## config.mk

```make
export PLATFORM = sky130hd
export DESIGN_NAME = rate_monotonic_ready_queue_unit
export DESIGN_NICKNAME = d
export VERILOG_FILES = /design/src/rtl/rmrq_pkg.sv /design/src/rtl/rmrq_dpath.sv /design/src/rtl/rmrq_ctrl.sv /design/src/rtl/rate_monotonic_ready_queue_unit.sv
export SDC_FILE = /design/constraint.sdc
export NUM_CORES = 2
export LEC_CHECK = 0
export BUFFER_PORTS_ARGS = -buffer_cell sky130_fd_sc_hd__buf_2
export CAP_MARGIN = 20
export CORE_MARGIN = 2
export CORE_UTILIZATION = 39
export DETAILED_ROUTE_END_ITERATION = 6
export MAX_ROUTING_LAYER = met4
export PLACE_DENSITY_LB_ADDON = 0.1
export SLEW_MARGIN = 20
export SYNTH_ARGS = -nofsm -noshare
export SYNTH_HDL_FRONTEND = slang
export SYNTH_SLANG_ARGS = --single-unit
```

## constraint.sdc

```tcl
create_clock -name aclk -period 6 [get_ports aclk]
set_input_delay 0.9 -clock aclk [delete_from_list [all_inputs] [get_ports aclk]]
set_output_delay 0.9 -clock aclk [all_outputs]
set_load 0.02 [all_outputs]
```

## src/rtl/rmrq_pkg.sv

```systemverilog
// Shared types, codes and defaults for the rate-monotonic ready queue.
// No dependencies; imported by every module of the block.
package rmrq_pkg;

    localparam int RMRQ_DEPTH_DEF = 32;
    localparam int QC_W           = 6;

    localparam logic [1:0] ACT_ENQ  = 2'd0;
    localparam logic [1:0] ACT_DEQ  = 2'd1;
    localparam logic [1:0] ACT_PICK = 2'd2;

    localparam logic [1:0] STAT_OK        = 2'd0;
    localparam logic [1:0] STAT_FULL      = 2'd1;
    localparam logic [1:0] STAT_NOT_FOUND = 2'd2;
    localparam logic [1:0] STAT_EMPTY     = 2'd3;

    typedef struct packed {
        logic [1:0]  action;
        logic [15:0] task_id;
        logic [31:0] period;
    } in_word_t;

    typedef struct packed {
        logic [1:0]      status;
        logic [15:0]     picked_task;
        logic [QC_W-1:0] queued_count;
    } out_word_t;

    typedef struct packed {
        logic [31:0] period;
        logic [15:0] task_id;
    } slot_t;

    typedef enum logic [2:0] {
        S_IDLE,
        S_DISPATCH,
        S_ENQ_CMP,
        S_ENQ_PUT,
        S_DEQ_CMP,
        S_PICK_WAIT,
        S_FIN
    } state_t;

    typedef enum logic [2:0] {
        IDX_HOLD,
        IDX_ZERO,
        IDX_COUNT,
        IDX_INC,
        IDX_DEC
    } idx_op_t;

    typedef struct packed {
        logic       req_load;
        idx_op_t    idx_op;
        logic       rd_en;
        logic       rd_dn;
        logic       wr_en;
        logic       wr_dn;
        logic       wr_new;
        logic       cnt_inc;
        logic       cnt_dec;
        logic       found_clr;
        logic       found_set;
        logic       st_load;
        logic [1:0] st_code;
        logic       pick_load;
        logic       res_load;
    } dp_cmd_t;

    typedef struct packed {
        logic [1:0] action;
        logic       count_zero;
        logic       full;
        logic       gt;
        logic       match;
        logic       idx_one;
        logic       last;
        logic       found;
    } dp_sts_t;

endpackage

```

## src/rtl/rmrq_dpath.sv

```systemverilog
// Datapath of the ready queue: slot memory, index and count registers, result word.
// Depends on rmrq_pkg; driven by rmrq_ctrl.
module rmrq_dpath import rmrq_pkg::*; #(
    parameter int QUEUE_DEPTH = RMRQ_DEPTH_DEF
) (
    input  logic      aclk,
    input  logic      aresetn,
    input  in_word_t  s_word,
    input  dp_cmd_t   cmd,
    output dp_sts_t   sts,
    output out_word_t m_word
);

    localparam int AW = (QUEUE_DEPTH > 1) ? $clog2(QUEUE_DEPTH) : 1;
    localparam int CW = $clog2(QUEUE_DEPTH + 1);

    slot_t          mem [QUEUE_DEPTH];
    slot_t          rd_data_reg;
    in_word_t       req_reg;
    logic [CW-1:0]  count_reg;
    logic [CW-1:0]  count_next;
    logic [CW-1:0]  idx_reg;
    logic [CW-1:0]  idx_next;
    logic           found_reg;
    logic [1:0]     status_reg;
    logic [15:0]    picked_reg;
    out_word_t      m_word_reg;
    logic [CW-1:0]  rd_ptr;
    logic [CW-1:0]  wr_ptr;
    slot_t          wr_data;
    slot_t          new_slot;

    always_comb begin
        unique case (cmd.idx_op)
            IDX_ZERO:  idx_next = '0;
            IDX_COUNT: idx_next = count_reg;
            IDX_INC:   idx_next = idx_reg + CW'(1);
            IDX_DEC:   idx_next = idx_reg - CW'(1);
            default:   idx_next = idx_reg;
        endcase
    end

    always_comb begin
        count_next = count_reg;
        if (cmd.cnt_inc) begin
            count_next = count_reg + CW'(1);
        end else if (cmd.cnt_dec) begin
            count_next = count_reg - CW'(1);
        end
    end

    assign rd_ptr   = cmd.rd_dn ? (idx_next - CW'(1)) : idx_next;
    assign wr_ptr   = cmd.wr_dn ? (idx_reg - CW'(1)) : idx_reg;
    assign new_slot = '{period: req_reg.period, task_id: req_reg.task_id};
    assign wr_data  = cmd.wr_new ? new_slot : rd_data_reg;

    always_ff @(posedge aclk) begin
        if (cmd.wr_en) begin
            mem[wr_ptr[AW-1:0]] <= wr_data;
        end
        if (cmd.rd_en) begin
            rd_data_reg <= mem[rd_ptr[AW-1:0]];
        end
    end

    always_ff @(posedge aclk) begin
        if (!aresetn) begin
            count_reg <= '0;
            idx_reg   <= '0;
            found_reg <= 1'b0;
        end else begin
            count_reg <= count_next;
            idx_reg   <= idx_next;
            if (cmd.found_clr) begin
                found_reg <= 1'b0;
            end else if (cmd.found_set) begin
                found_reg <= 1'b1;
            end
        end
    end

    always_ff @(posedge aclk) begin
        if (cmd.req_load) begin
            req_reg    <= s_word;
            status_reg <= STAT_OK;
            picked_reg <= '0;
        end else begin
            if (cmd.st_load) begin
                status_reg <= cmd.st_code;
            end
            if (cmd.pick_load) begin
                picked_reg <= rd_data_reg.task_id;
            end
        end
        if (cmd.res_load) begin
            m_word_reg <= '{status: status_reg, picked_task: picked_reg,
                            queued_count: QC_W'(count_reg)};
        end
    end

    assign sts.action     = req_reg.action;
    assign sts.count_zero = (count_reg == '0);
    assign sts.full       = (count_reg == CW'(QUEUE_DEPTH));
    assign sts.gt         = (rd_data_reg.period > req_reg.period);
    assign sts.match      = (rd_data_reg.task_id == req_reg.task_id);
    assign sts.idx_one    = (idx_reg == CW'(1));
    assign sts.last       = ((idx_reg + CW'(1)) == count_reg);
    assign sts.found      = found_reg;

    assign m_word = m_word_reg;

endmodule

```

## src/rtl/rmrq_ctrl.sv

```systemverilog
// Controller state machine of the ready queue: sequences scans and shifts.
// Depends on rmrq_pkg; drives rmrq_dpath through dp_cmd_t.
module rmrq_ctrl import rmrq_pkg::*; (
    input  logic    aclk,
    input  logic    aresetn,
    input  logic    s_valid,
    output logic    s_ready,
    input  logic    m_ready,
    output logic    m_valid,
    input  dp_sts_t sts,
    output dp_cmd_t cmd
);

    state_t state_reg;
    state_t state_next;
    logic   m_valid_reg;
    logic   m_valid_next;

    always_comb begin
        state_next = state_reg;
        unique case (state_reg)
            S_IDLE: begin
                if (s_valid) begin
                    state_next = S_DISPATCH;
                end
            end
            S_DISPATCH: begin
                unique case (sts.action)
                    ACT_ENQ: begin
                        if (sts.full) begin
                            state_next = S_FIN;
                        end else if (sts.count_zero) begin
                            state_next = S_ENQ_PUT;
                        end else begin
                            state_next = S_ENQ_CMP;
                        end
                    end
                    ACT_DEQ: begin
                        state_next = sts.count_zero ? S_FIN : S_DEQ_CMP;
                    end
                    ACT_PICK: begin
                        state_next = sts.count_zero ? S_FIN : S_PICK_WAIT;
                    end
                    default: begin
                        state_next = S_FIN;
                    end
                endcase
            end
            S_ENQ_CMP: begin
                if (!sts.gt) begin
                    state_next = S_FIN;
                end else if (sts.idx_one) begin
                    state_next = S_ENQ_PUT;
                end
            end
            S_ENQ_PUT: begin
                state_next = S_FIN;
            end
            S_DEQ_CMP: begin
                if (sts.last) begin
                    state_next = S_FIN;
                end
            end
            S_PICK_WAIT: begin
                state_next = S_FIN;
            end
            S_FIN: begin
                if (!m_valid_reg || m_ready) begin
                    state_next = S_IDLE;
                end
            end
            default: begin
                state_next = S_IDLE;
            end
        endcase
    end

    always_comb begin
        cmd         = '0;
        cmd.idx_op  = IDX_HOLD;
        cmd.st_code = STAT_OK;
        unique case (state_reg)
            S_IDLE: begin
                cmd.req_load = s_valid;
            end
            S_DISPATCH: begin
                unique case (sts.action)
                    ACT_ENQ: begin
                        if (sts.full) begin
                            cmd.st_load = 1'b1;
                            cmd.st_code = STAT_FULL;
                        end else begin
                            cmd.idx_op = IDX_COUNT;
                            cmd.rd_en  = !sts.count_zero;
                            cmd.rd_dn  = 1'b1;
                        end
                    end
                    ACT_DEQ: begin
                        if (sts.count_zero) begin
                            cmd.st_load = 1'b1;
                            cmd.st_code = STAT_EMPTY;
                        end else begin
                            cmd.idx_op    = IDX_ZERO;
                            cmd.rd_en     = 1'b1;
                            cmd.found_clr = 1'b1;
                        end
                    end
                    ACT_PICK: begin
                        if (sts.count_zero) begin
                            cmd.st_load = 1'b1;
                            cmd.st_code = STAT_EMPTY;
                        end else begin
                            cmd.idx_op = IDX_ZERO;
                            cmd.rd_en  = 1'b1;
                        end
                    end
                    default: begin
                        cmd.st_load = 1'b0;
                    end
                endcase
            end
            S_ENQ_CMP: begin
                cmd.wr_en = 1'b1;
                if (sts.gt) begin
                    cmd.idx_op = IDX_DEC;
                    cmd.rd_en  = !sts.idx_one;
                    cmd.rd_dn  = 1'b1;
                end else begin
                    cmd.wr_new  = 1'b1;
                    cmd.cnt_inc = 1'b1;
                end
            end
            S_ENQ_PUT: begin
                cmd.wr_en   = 1'b1;
                cmd.wr_new  = 1'b1;
                cmd.cnt_inc = 1'b1;
            end
            S_DEQ_CMP: begin
                cmd.wr_en     = sts.found;
                cmd.wr_dn     = 1'b1;
                cmd.found_set = !sts.found && sts.match;
                if (!sts.last) begin
                    cmd.idx_op = IDX_INC;
                    cmd.rd_en  = 1'b1;
                end else if (sts.found || sts.match) begin
                    cmd.cnt_dec = 1'b1;
                end else begin
                    cmd.st_load = 1'b1;
                    cmd.st_code = STAT_NOT_FOUND;
                end
            end
            S_PICK_WAIT: begin
                cmd.pick_load = 1'b1;
            end
            S_FIN: begin
                cmd.res_load = !m_valid_reg || m_ready;
            end
            default: begin
                cmd.res_load = 1'b0;
            end
        endcase
    end

    always_comb begin
        m_valid_next = m_valid_reg;
        if (cmd.res_load) begin
            m_valid_next = 1'b1;
        end else if (m_ready) begin
            m_valid_next = 1'b0;
        end
    end

    always_ff @(posedge aclk) begin
        if (!aresetn) begin
            state_reg   <= S_IDLE;
            m_valid_reg <= 1'b0;
        end else begin
            state_reg   <= state_next;
            m_valid_reg <= m_valid_next;
        end
    end

    assign s_ready = (state_reg == S_IDLE);
    assign m_valid = m_valid_reg;

endmodule

```

## src/rtl/rate_monotonic_ready_queue_unit.sv

```systemverilog
// Rate-monotonic ready queue, top level. Depends on rmrq_pkg, rmrq_ctrl, rmrq_dpath.
// One word at a time; the result loads in S_FIN, reached from S_DISPATCH for full,
// empty, unused codes; via S_PICK_WAIT, S_ENQ_CMP/S_ENQ_PUT, S_DEQ_CMP otherwise.
// The next word is taken in the cycle after the result register loads; the slot
// memory's single read and write port per cycle sets the scan and shift rate.
// Reset clears count and control; slot memory is not cleared, stale slots unread.
module rate_monotonic_ready_queue_unit import rmrq_pkg::*; #(
    parameter int QUEUE_DEPTH = RMRQ_DEPTH_DEF
) (
    input  logic      aclk,
    input  logic      aresetn,
    input  logic      s_valid,
    output logic      s_ready,
    input  in_word_t  s_word,
    output logic      m_valid,
    input  logic      m_ready,
    output out_word_t m_word
);

    dp_cmd_t cmd;
    dp_sts_t sts;

    rmrq_ctrl u_ctrl (
        .aclk    (aclk),
        .aresetn (aresetn),
        .s_valid (s_valid),
        .s_ready (s_ready),
        .m_ready (m_ready),
        .m_valid (m_valid),
        .sts     (sts),
        .cmd     (cmd)
    );

    rmrq_dpath #(
        .QUEUE_DEPTH (QUEUE_DEPTH)
    ) u_dpath (
        .aclk    (aclk),
        .aresetn (aresetn),
        .s_word  (s_word),
        .cmd     (cmd),
        .sts     (sts),
        .m_word  (m_word)
    );

endmodule

```

==> Implementation_results.wiki <==
{| class="wikitable"
! Metric !! Value
|-
| Result of the run || complete, no violations
|-
| Count of pins over their slew limit || 0
|-
| Instance count of the mapped netlist || 4191
|-
| Fraction of final layout cells with drive strength greater than 1 || 16.6%
|-
| Global-route usage over all layers || 23.7%
|-
| Number of top-level design ports || 80
|-
| Most numerous cell types in the synthesized netlist || edfxtp_1 (1658), nand2_1 (765), mux2i_1 (253)
|-
| Critical path's largest stage delay || 0.60 ns
|-
| Launching element type of the critical path || register
|-
| Sequential cell area in the final layout || 50500 sq um
|-
| Synth top area cells || edfxtp_1 (75%), nand2_1 (4.3%), mux2i_1 (3.8%), mux4_2 (3.3%), a21oi_1 (1.9%)
|-
| Final total negative setup slack || 0 ns
|-
| Core Util, Final || 45.7%
|-
| Pre-CTS WS || -0.00975 ns
|-
| Overall die height || 417 um
|-
| Total detailed-routing wirelength || 201 mm
|-
| Clock buffers created by TritonCTS || 182
|-
| Flops & latches, synth || 1693
|-
| Count of nets left with antenna violations after detail routing || 0
|-
| Largest fanout on the critical path || 23
|-
| DRC violations left || 0
|-
| Fin. Hold Viols || 0
|-
| FFs w/ async S/R, synth || 0%
|-
| Worst reg-to-reg setup slack || 0.18 ns
|-
| CP cell instances || ha_1, nand4_1, nor4_1, nand2_1, a31oi_1, buf_4, a31o_2, nor2_1, a211o_1, inv_1, ha_1, o21ai_0, a21oi_2, nand2_1, xor2_1, buf_4, nand2b_4, buf_12, nor4_1, nor4_1
|-
| FILL cells || 14800
|-
| GRT overflow || 0
|-
| Average wire per standard cell || 29.6 um
|-
| Violation count after the first detailed-routing iteration || 4098
|-
| First-pass GRT wire length || 281 mm
|-
| Fin crit share || 96.9%
|-
| Cell taking the most area after synthesis || edfxtp_1
|-
| Hold_buf cts || 0
|-
| Area share of the largest cell type after synthesis || 75.0%
|-
| Arrival time of the worst setup path || 6.37 ns
|-
| Worst Hold Class || input pin to register
|-
| Full die area || 173000 sq um
|-
| Average footprint of a synthesized cell || 15.8 sq um
|-
| Setup slack of the critical path after layout || 0.184 ns
|-
| Post-DP HPWL || 109 mm
|-
| Crit Reg-Reg Endpoint || u_dpath.rd_data_reg[26]
|-
| Worst reg2reg path startpoint || u_dpath.rd_data_reg[46]
|-
| Buffers from clock root to sink, at most || 3
|-
| Max FFs per register || 1536
|-
| Weighted congestion reported at the end of routability-driven placement || 0.803
|-
| Startpoint-to-endpoint class of the critical path || register to register
|-
| Dominant synthesized flop cell || edfxtp_1
|-
| Net count, final || 4530
|-
| CP most frequent cell || nor4_1
|-
| Number of cell instances on the worst register-to-register path || 20
|-
| Post-route cell area || 77300 sq um
|-
| Area after DPL || 71400 sq um
|-
| Capture endpoint of the worst hold path || u_dpath.new_slot[37]
|-
| Number of input and output port buffers inserted || 79
|-
| Cell with the biggest individual delay on the critical path || nor4_1
|-
| Instance count along the most critical hold path || 1
|-
| Netlist area before placement || 66400 sq um
|-
| Worst clock skew on the final layout || 0.0466 ns
|-
| Area Overhead vs Synth || 16.5%
|-
| Share of synthesized area occupied by flip-flops and latches || 76.1%
|-
| Min-Delay Startpoint || s_word[21]
|-
| Number of sinks handled by clock tree synthesis || 1693
|-
| Die Wd || 417 um
|-
| Setup repair after global routing missed its margin || false
|-
| Highest clock frequency the design can meet || 172 MHz
|-
| Clock latency at the later pin of the worst-skew pair || 0.84 ns
|-
| Max-capacitance violation count || 0
|-
| Max-slew headroom || 22.2%
|-
| Worst-path clk slew || 0.07 ns
|-
| Initial antenna violation count || 4
|-
| Core region area || 169000 sq um
|-
| Number of distinct library cells after synthesis || 74
|-
| Initial standard-cell utilization of the core || 39.2%
|-
| Capturing element type of the critical path || register
|-
| Number of warning messages in the yosys log || 0
|-
| Post-layout min period || 5.82 ns
|-
| Post-Synthesis Net Count || 4290
|-
| Length of the first detailed-routing pass in iterations || 5
|-
| Largest net degree at the start of global routing || 56
|-
| Post-synth EDFFs || 1658
|-
| Actual slew at the worst max-slew pin || 1.16 ns
|-
| Multi-input gate area in the final layout || 15000 sq um
|-
| Data required time of the worst path || 6.55 ns
|-
| H-Tree Level Count || 4
|-
| Clk root buf || clkbuf_16
|-
| Clock tree from TritonCTS || done
|-
| Total via count after detailed routing || 38300
|-
| Setup violators final || 0
|-
| Number of cell rows || 151
|-
| Count leader, synth || edfxtp_1
|-
| Vias in the first global route || 36800
|-
| Vias per cell || 5.63
|}
## layer usage
metal  GRT usage (%)  part of all wire, %
met3            3.51                  6.2
met2            36.6                   47
met4            5.61                  2.0
met5               -                    0
met1            33.1                   45
## logic make-up (layout without fill, tap and decap cells)
group	Yosys count	count (layout)	share of synthesized area [%]
flip-flops	1693	1693	76.1
AND/OR/NAND/NOR	1172	1172	7.70
AO/OA/AOI/OAI	594	594	5.43
multiplexers	368	368	7.40
buffers and inverters	286	675	2.08
adder cells (fa/ha/maj)	45	45	0.860
XOR/XNOR	33	33	0.468
other	0	2	0
## through the flow
stage / hold slack, ns / instances
final: 0.243 / 6800
after global routing: 0.198 / 6799
after CTS: 0.167 / 6797
after detailed placement: 0.415 / 6464
after global placement: 0.413 / 6461
after floorplan: 0.406 / 4191
## how the worst max path moves through the flow
stage / start / to
after floorplan: u_dpath.idx_reg[0] / u_dpath.rd_data_reg[16]
after CTS: u_dpath.rd_data_reg[46] / u_dpath.rd_data_reg[3]
after global placement: u_dpath.rd_data_reg[46] / u_dpath.rd_data_reg[44]
after global routing: u_dpath.rd_data_reg[46] / u_dpath.rd_data_reg[26]
final: u_dpath.rd_data_reg[46] / u_dpath.rd_data_reg[26]
after detailed placement: u_dpath.rd_data_reg[46] / u_dpath.rd_data_reg[3]
## layout by cell type (no fill, tap or decap), drive strengths merged, types with 3 or more instances in the layout
cell type / instances
a211oi: 3
a21o: 4
a21oi: 248
a22o: 3
a22oi: 4
a31oi: 56
a32oi: 48
and2: 9
buf: 298
bufinv: 18
clkbuf: 221
clkinv: 78
clkinvlp: 7
dfxtp: 35
edfxtp: 1658
ha: 44
inv: 53
mux2: 19
mux2i: 253
mux4: 96
nand2: 768
nand2b: 13
nand3: 104
nand4: 11
nor2: 70
nor2b: 10
nor3: 21
nor3b: 4
nor4: 146
o21a: 5
o21ai: 53
o22ai: 145
or2: 5
or4: 3
xnor2: 27
xor2: 5
## final cells by class
type	count	share of cell area [%]
flip-flops and latches	1693	65.3
diodes	2	0.00647
clock buffers	221	6.19
clock inverters	112	1.49
inverters	44	0.214
well taps	2218	3.59
multi-input cells	2212	19.4
repair buffers	298	3.84
## timing repair
item                                    4_1_cts  5_1_grt
cloned                                        0        0
pin swaps                                     0        1
resized for setup                             1        0
hold endpoints to repair                      0        0
setup buffers                                 0        1
endpoints found under the setup margin       12        6
## critical path: cells and delay by family, from the launching register on
family                     cells  cell delay, ns
buffers and inverters          4            0.79
DFF                            1            0.51
AOI/OAI and AO/OA              5            1.12
adders and majority gates      2            0.59
xor gates and xnor gates       1            0.15
and+or+nand+nor                8            2.29
Power is left out: the tool's default activity adds up to more than one toggle a clock period on the data nets, which glitch-free logic cannot reach.
